**src/sv/sprite_quad_vertex_transform_macros.svh**
```systemverilog
// Assertion macros shared by the sprite quad transform RTL.
// Depends on nothing; users provide signals named clk and rst_n.
`ifndef SPRITE_QUAD_VERTEX_TRANSFORM_MACROS_SVH
`define SPRITE_QUAD_VERTEX_TRANSFORM_MACROS_SVH

// Same-cycle implication, disabled while reset is asserted.
`define SQVT_ASSERT_SAME(label, ante, cons, msg) \
  label: assert property (@(posedge clk) disable iff (!rst_n) (ante) |-> (cons)) \
    else $error(msg);

// Next-cycle implication, disabled while reset is asserted.
`define SQVT_ASSERT_NEXT(label, ante, cons, msg) \
  label: assert property (@(posedge clk) disable iff (!rst_n) (ante) |=> (cons)) \
    else $error(msg);

`endif

```
**src/sv/sqvt_pkg.sv**
```systemverilog
// Shared types and constants of the sprite quad vertex transform.
// Depends on nothing; every other RTL file refers to it by scoped names.
package sqvt_pkg;

  localparam int WIN_W = 14;
  localparam logic [WIN_W-1:0] WIN_W_RESET = 14'd1920;
  localparam logic [WIN_W-1:0] WIN_H_RESET = 14'd1080;

  localparam int SINE_DEPTH_DEFAULT = 1024;

  localparam int APB_ADDR_W = 3;
  localparam int APB_DATA_W = 32;

  // Register indexes, taken from paddr[2].
  localparam logic REG_WINDOW_WIDTH  = 1'b0;
  localparam logic REG_WINDOW_HEIGHT = 1'b1;

  localparam logic [1:0] CORNER_BR = 2'd3;
  localparam logic [16:0] UV_ONE = 17'd65536;

  // Queue depths.
  localparam int MID_QUEUE_DEPTH = 2;
  localparam int OUT_QUEUE_DEPTH = 2;

  // Restoring divider: 16 quotient bits, 33-bit dividend, 15-bit divisor.
  localparam int DIV_STEPS = 16;
  localparam int DIV_NUM_W = 33;
  localparam int DIV_DEN_W = 15;

  typedef struct packed {
    logic signed [19:0] pos_x;
    logic signed [19:0] pos_y;
    logic [16:0]        size_x;
    logic [16:0]        size_y;
    logic signed [15:0] pivot_x;
    logic signed [15:0] pivot_y;
    logic signed [15:0] scale_x;
    logic signed [15:0] scale_y;
    logic [15:0]        angle;
    logic [16:0]        fill_ratio;
  } in_t;

  typedef struct packed {
    logic [1:0]         corner;
    logic signed [15:0] ndc_x;
    logic signed [15:0] ndc_y;
    logic [16:0]        tex_u;
    logic [16:0]        tex_v;
    logic               last;
  } out_t;

  typedef struct packed {
    logic [WIN_W-1:0] win_w;
    logic [WIN_W-1:0] win_h;
  } cfg_t;

  // One classified sprite, as it waits between front and back.
  typedef struct packed {
    logic [32:0]        lx;
    logic [16:0]        size_y;
    logic signed [35:0] piv_x;
    logic signed [35:0] piv_y;
    logic signed [15:0] scale_x;
    logic signed [15:0] scale_y;
    logic signed [15:0] sin_v;
    logic signed [15:0] cos_v;
    logic signed [19:0] pos_x;
    logic signed [19:0] pos_y;
    logic [16:0]        fill;
  } item_t;

endpackage

```
**src/sv/sqvt_queue.sv**
```systemverilog
// Small register queue used between the front and back and at the output.
// Depends on sqvt_pkg for its default depth.
module sqvt_queue #(
  parameter type T     = logic,
  parameter int  DEPTH = sqvt_pkg::MID_QUEUE_DEPTH
) (
  input  logic clk,
  input  logic rst_n,
  input  logic push,
  input  T     wdata,
  output logic full,
  input  logic pop,
  output T     rdata,
  output logic empty
);

  localparam int Depth = DEPTH;
  localparam int PtrW  = (Depth > 1) ? $clog2(Depth) : 1;
  localparam int CntW  = $clog2(Depth + 1);

  T                mem_r [Depth];
  logic [PtrW-1:0] wr_ptr_r, wr_ptr_nxt;
  logic [PtrW-1:0] rd_ptr_r, rd_ptr_nxt;
  logic [CntW-1:0] cnt_r, cnt_nxt;
  logic            do_push, do_pop;

  assign full    = (cnt_r == CntW'(Depth));
  assign empty   = (cnt_r == '0);
  assign do_push = push && !full;
  assign do_pop  = pop && !empty;
  assign rdata   = mem_r[rd_ptr_r];

  always_comb begin
    wr_ptr_nxt = wr_ptr_r;
    rd_ptr_nxt = rd_ptr_r;
    cnt_nxt    = cnt_r;
    if (do_push) begin
      wr_ptr_nxt = (wr_ptr_r == PtrW'(Depth - 1)) ? '0 : wr_ptr_r + 1'b1;
    end
    if (do_pop) begin
      rd_ptr_nxt = (rd_ptr_r == PtrW'(Depth - 1)) ? '0 : rd_ptr_r + 1'b1;
    end
    if (do_push && !do_pop) begin
      cnt_nxt = cnt_r + 1'b1;
    end else if (do_pop && !do_push) begin
      cnt_nxt = cnt_r - 1'b1;
    end
  end

  always_ff @(posedge clk) begin
    if (!rst_n) begin
      wr_ptr_r <= '0;
      rd_ptr_r <= '0;
      cnt_r    <= '0;
    end else begin
      wr_ptr_r <= wr_ptr_nxt;
      rd_ptr_r <= rd_ptr_nxt;
      cnt_r    <= cnt_nxt;
    end
  end

  always_ff @(posedge clk) begin
    if (do_push) begin
      mem_r[wr_ptr_r] <= wdata;
    end
  end

endmodule

```
**config.mk**
```make
export PLATFORM = sky130hd
export DESIGN_NAME = sqvt_queue
export DESIGN_NICKNAME = d
export VERILOG_FILES = /design/src/sv/sprite_quad_vertex_transform_macros.svh /design/src/sv/sqvt_pkg.sv /design/src/sv/sqvt_queue.sv
export SDC_FILE = /design/constraint.sdc
export NUM_CORES = 1
export LEC_CHECK = 0
export BUFFER_PORTS_ARGS = -buffer_cell sky130_fd_sc_hd__buf_2
export CORE_AREA = 2 2 39 41
export CTS_CLUSTER_SIZE = 24
export DETAILED_ROUTE_END_ITERATION = 10
export DIE_AREA = 0 0 41 43
export PLACE_DENSITY = 0.47
export SETUP_SLACK_MARGIN = 0.4
export SYNTH_ARGS = -nofsm -noshare
export SYNTH_HDL_FRONTEND = slang
export SYNTH_SLANG_ARGS = --single-unit
export TNS_END_PERCENT = 10
```
**constraint.sdc**
```tcl
create_clock -name clk -period 1.85 [get_ports clk]
set_clock_uncertainty 0.1 [all_clocks]
set_input_delay 0.0925 -clock clk [delete_from_list [all_inputs] [get_ports clk]]
set_output_delay 0.0925 -clock clk [all_outputs]
set_load 0.01 [all_outputs]
```
==> summary.txt, run 1 <==
Outcome
  • Run status: finished, final reports clean

Clocking
  • Reg clk slew, reported paths: around 50 ps
  • CTS tree: yes
  • Cts bufs inserted: 3
  • H-tree depth: 1
  • Clock sink count: 7
  • Clock Latency Late Sink: 250 ps
  • Clock Root Buffer: clkbuf_4
  • Maximum root-to-sink buffer count: 2

Cells and area
  • Nets: 49
  • Final Cell Area: about 450 um^2
  • Filler cell count: between 100 and 150
  • Share of layout cells above drive strength 1: between 50% and 60%
  • Antenna diodes: 0
  • P&R area growth vs syn: 47.5%

Timing
  • RSZ-0062 raised after global routing: yes
  • Total Neg Setup Slack: 0 ps
  • Slew @ Worst Pin: roughly 220 ps
  • Final hold viol count: 0
  • Final setup vio count: 0
  • Slew Limit Fails: 0
  • Fmax: between 0.6 and 0.7 GHz
  • Worst slew margin: between 80% and 90%
  • Final worst-path cycle share: between 80 and 90%
  • Fin crit period: about 1500 ps

Die
  • Ports: 8
  • Core Area: ~0.0014 mm^2
  • Row cnt: 14
  • Die area: 0.00176 mm^2
  • Die H: 43 um
  • Initial Util: between 20% and 30%
  • Die Wd: between 40 and 50 um

Routing
  • Routed WL per cell: 9.48 um
  • Final WL: between 500 and 600 um
  • Iteration count of the initial detailed-routing pass: 2
  • Drt drc: 0
  • DRT iter0 DRCs: 2
  • Count of antenna-violating nets left after detailed routing: 0
  • Via count: approximately 250
  • Vias per cell: about 4.2

Yosys
  • Post-synth cell types: 19
  • Synthesized netlist cell count: 28
  • Dominant cell type by area after synthesis: dfxtp_1
  • Ys flop type: dfxtp_1
  • Synth area leaders: dfxtp_1, edfxtp_1, and2_1
  • Top post-synthesis cells by count: dfxtp_1, and2_1, edfxtp_1, nor2_1, xnor2_1
  • Seq/Total Area, Yosys: 52.5%
  • Netlist Area Pre-Place: 305 um^2
  • Synth warn: 0
  • Avg Cell Area, Syn: ~11 um^2
  • Synth top area share: ~33%
  • Syn_nets: 34
  • Most frequent cell after synthesis: dfxtp_1
  • EDFF count, synth: 2
  • FF+latch count, synth: 7
  • Async set-reset flop share out of synthesis: 0%

Setup path
  • Crit. End Element: flop
  • Type of the worst setup path: flop to flop
  • Top delay family on crit path: simple AND/OR/NAND/NOR gates
  • WP data arrival: around 1600 ps
  • CP Cell Sequence: nand2b_4, inv_4, nor2_4, ha_4, xor2_1, or3_1, a21boi_1
  • Crit path max fanout: 3
  • Buf/Inv on CP: 1
  • Slowest stage delay, CP: 340 ps
  • Critical Path RT: approximately 1900 ps
  • Worst path slowest cell: dfxtp_4
  • Startpoint types: flop

Power
  • Pwr per Cell Area: roughly 1500 mW/mm^2
  • Pleak: between 0.15 and 0.2 nW
  • Peak supply drop: 0.478 mV

GRT
  • First-pass GRT wire length: 862 um
  • Grt total ovfl: 0
  • Largest net degree at the start of global routing: 6
  • Number of global-route vias before repair: 247
  • GRT Overall Usage: 8.17%
  • Initial antenna violation count: 0

Placed design
  • DP Area: ~380 um^2
  • GP Congestion: 0.692
  • Port Buffers: 7

Run
  • Max Cap Violations: 0

Hold path
  • Hold Path Class: input port to flop
layout make-up:
type	count	area [um^2]	area share, %
Multi-Input combinational cell	19	169	37.5
Sequential cell	7	165	36.7
Timing Repair Buffer	10	60.1	13.3
Clock buffer	4	26.3	5.83
Tap cell	16	20.0	4.44
Inverter	2	10.0	2.22
kinds of logic (layout without fill, tap and decap cells):
| logic type | after synthesis | count (layout) | share of synthesized area, % |
|---|---|---|---|
| fa+ha+maj | 1 | 1 | 4.10 |
| mux | 1 | 1 | 3.69 |
| flops | 7 | 7 | 52.5 |
| simple gates | 9 | 9 | 18.0 |
| compound gates | 5 | 5 | 10.7 |
| buf+inv | 2 | 16 | 2.46 |
| xor+xnor | 3 | 3 | 8.61 |
power by group:
part | internal [W] | total [W] | leakage [nW] | switching, W
logic | 0.000168 | 0.000306 | 0.113 | 0.000138
clock network | 0.0000820 | 0.000134 | 0.0150 | 0.0000519
registers | 0.000213 | 0.000248 | 0.0609 | 0.0000353
per-stage QoR:
stage / hold WS, ps / util [%] / std cells / setup WS [ps] / total power [W]
2_1_floorplan: 91.4 / - / 28 / 359 / 0.000433
3_3_place_gp: 182 / 27.2 / 51 / 345 / 0.000485
3_5_place_dp: 187 / 27.2 / 51 / 278 / 0.000495
4_1_cts: 3.56 / 32.5 / 58 / 334 / 0.000697
5_1_grt: 14.4 / 32.5 / 58 / 299 / 0.000746
6_report: 8.16 / 32.5 / 58 / 344 / 0.000688
per-layer routing:
layer  up-vias  routed length (um)  share of wire [%]  track usage, %
li1        122                   -                  -               -
met1       114                 221                 40            5.56
met2         7                 275                 50            12.2
met3         2                  31                5.6            7.85
met4         0                  21                3.8            6.67
met5         -                   0                  0               0
layout by cell type, fill, tap and decap left out, types with 2 or more instances in the layout:
cell type and n:
buf_2 7, clkbuf_4 3, edfxtp_1 2, dfxtp_1 3
buf_4 2, xnor2_1 2, and2_1 3
worst paths after layout:
check        startpoint  endpoint  slack, ps  cells after the start
max            cnt_r[0]  cnt_r[1]        340                      7
min reg2reg    cnt_r[1]  cnt_r[1]        440                      2
min               rst_n  wr_ptr_r          8                      2
max reg2reg    cnt_r[0]  cnt_r[1]        340                      7
repair_timing:
item / in CTS / in global routing
endpoints found under the setup margin: 1 / 1
hold buffers: 1 / 0
buffers inserted: 2 / 0
pin swaps: 2 / 1
hold endpoints to repair: 2 / 0
gates resized for setup: 5 / 0
Power figures use the tool's default switching activity.
==> run 2: changes to the inputs <==
- clock period: 1.85 -> 1.6 ns (I/O delays scaled with it)
==> summary.txt, run 2 (synthesis gave the netlist of run 1 again) <==
Hold path
  • Hold Path Class: input port to flop
  • WHS Path Cells: 2
  • Hold path startpoint: push
  • Hold worst-path end: mem_r[1]

Timing
  • Slew Limit Fails: 0
  • Fin crit period: roughly 1500 ps
  • Total Neg Setup Slack: 0 ps
  • RSZ-0062 raised after global routing: yes
  • Worst slew margin: around 84%
  • Final setup vio count: 0
  • Slew @ Worst Pin: 235 ps
  • Final hold viol count: 0
  • Fmax: roughly 0.66 GHz
  • Final worst-path cycle share: between 90% and 100%

Placed design
  • DP Area: about 380 um^2
  • Post-DP HPWL: 379 um
  • GP Congestion: around 0.71
  • Port Buffers: 7

Setup path
  • Critical Path RT: 1680 ps
  • Worst r2r dst: cnt_r[1]
  • CP Cell Sequence: nand2b_4, inv_4, nor2_4, ha_4, or3_1, a21boi_1
  • Worst path slowest cell: dfxtp_4
  • Buf/Inv on CP: 1
  • WP data arrival: between 1500 and 2000 ps
  • Slowest stage delay, CP: ~360 ps
  • R2R Setup Slk: about 85 ps
  • Type of the worst setup path: flop to flop
  • Worst r2r src: cnt_r[0]
  • Top delay family on crit path: simple AND/OR/NAND/NOR gates
  • Crit path max fanout: 4
  • Startpoint types: flop
  • Crit. End Element: flop
  • FF-to-FF path depth: 6

Clocking
  • Maximum root-to-sink buffer count: 2
  • Clock sink count: 7
  • Clock Root Buffer: clkbuf_4
  • Reg clk slew, reported paths: roughly 50 ps
  • CTS tree: yes
  • Clock Latency Late Sink: ~250 ps
  • H-tree depth: 1
  • Cts bufs inserted: 3

Die
  • Row cnt: 14
  • Ports: 8
  • Die area: between 0.0015 and 0.002 mm^2
  • Die H: 43 um
  • Initial Util: between 20% and 30%
  • Die Wd: just over 40 um
  • Core Area: roughly 0.0014 mm^2

Routing
  • Count of antenna-violating nets left after detailed routing: 0
  • Routed WL per cell: approximately 9.5 um
  • Drt drc: 0
  • Final WL: 570 um
  • Via count: ~260
  • Iteration count of the initial detailed-routing pass: 1
  • Vias per cell: between 4 and 5
  • DRT iter0 DRCs: 0

Cells and area
  • Filler cell count: 140
  • Antenna diodes: 0
  • Leading cell type in the layout, fill and taps excluded: buf_2
  • Final Cell Area: 468 um^2
  • P&R area growth vs syn: 53.3%
  • Share of layout cells above drive strength 1: between 50% and 60%
  • Nets: a little over 50
  • Commonest cells after routing, fill and taps aside: buf_2, and2_1, dfxtp_1, clkbuf_4, buf_4

Power
  • Sw frac: ~33%
  • Int Power: approximately 0.00055 W
  • Pwr per Cell Area: 1750 mW/mm^2
  • P_sw: ~0.00027 W
  • Sequential power share: a little over a third
  • Clock power frac: 19.1%
  • Peak supply drop: 0.669 mV
  • Pleak: ~0.20 nW
  • Comb pwr share: 45.3%

Run
  • Max Cap Violations: 0

GRT
  • Largest net degree at the start of global routing: 6
  • Initial antenna violation count: 0
  • GRT Overall Usage: 8.98%
  • Number of global-route vias before repair: between 200 and 300
  • First-pass GRT wire length: 972 um
  • Grt total ovfl: 0

Outcome
  • Run status: finished, final reports clean
==> run 2: worst max-delay path by stage <==
stage,from,end,slack [ps],cells past startpoint
floorplan,cnt_r[0],cnt_r[1],110,7
global placement,cnt_r[1],cnt_r[1],90,7
detailed placement,cnt_r[1],cnt_r[1],30,7
CTS,cnt_r[0],cnt_r[1],80,7
global route,cnt_r[0],cnt_r[1],30,6
finish,cnt_r[0],cnt_r[1],80,6
==> run 2: repair_timing <==
action                                  4_1_cts  5_1_grt
gates resized for setup                       5        0
buffers inserted                              2        1
pin swaps                                     2        3
hold endpoints to repair                      6        0
cloned                                        0        0
endpoints found under the setup margin        3        5
hold buffers                                  2        0
==> run 2: per-stage QoR <==
| step | worst slack [ps] | total power, W | utilization, % | std cells | hold WS [ps] |
|---|---|---|---|---|---|
| final | 84.8 | 0.000820 | 33.8 | 60 | 100 |
| after CTS | 77.4 | 0.000807 | 33.3 | 59 | 92.1 |
| after global placement | 95.0 | 0.000561 | 27.2 | 51 | 170 |
| after detailed placement | 26.6 | 0.000573 | 27.2 | 51 | 174 |
| after global routing | 34.7 | 0.000885 | 33.8 | 60 | 95.8 |
| after floorplan | 109 | 0.000500 | - | 28 | 78.9 |
==> run 2: area by class of cell <==
cell class / count / area (um^2) / share of cell area [%]
Timing Repair Buffer: 12 / 77.6 / 16.6
Multi-Input combinational cell: 19 / 169 / 36.1
Tap cell: 16 / 20.0 / 4.28
Sequential cell: 7 / 165 / 35.3
Inverter: 2 / 10.0 / 2.14
Clock buffer: 4 / 26.3 / 5.61
==> run 2: per-layer routing <==
| metal | global-route usage [%] | up-vias | part of all wire (%) |
|---|---|---|---|
| met5 | 0 | - | 0 |
| met4 | 6.67 | 0 | 3.0 |
| met3 | 8.38 | 2 | 5.6 |
| met2 | 13.4 | 7 | 52 |
| met1 | 6.54 | 119 | 39 |
| li1 | - | 127 | - |
==> run 2: worst register-to-register path, cell delays in order (launching register included) <==
cell and delay [ps]:
dfxtp_4 360, nand2b_4 140, inv_4 40, nor2_4 120
ha_4 210, or3_1 350, a21boi_1 130
==> run 2: power groups by stage <==
stage                     combinational (W)  clock [W]  sequential (W)
after detailed placement           0.000284          0        0.000289
after floorplan                    0.000219          0        0.000281
after global placement             0.000275          0        0.000286
after CTS                          0.000350   0.000167        0.000290
final                              0.000371   0.000157        0.000292
after global routing               0.000412   0.000175        0.000298
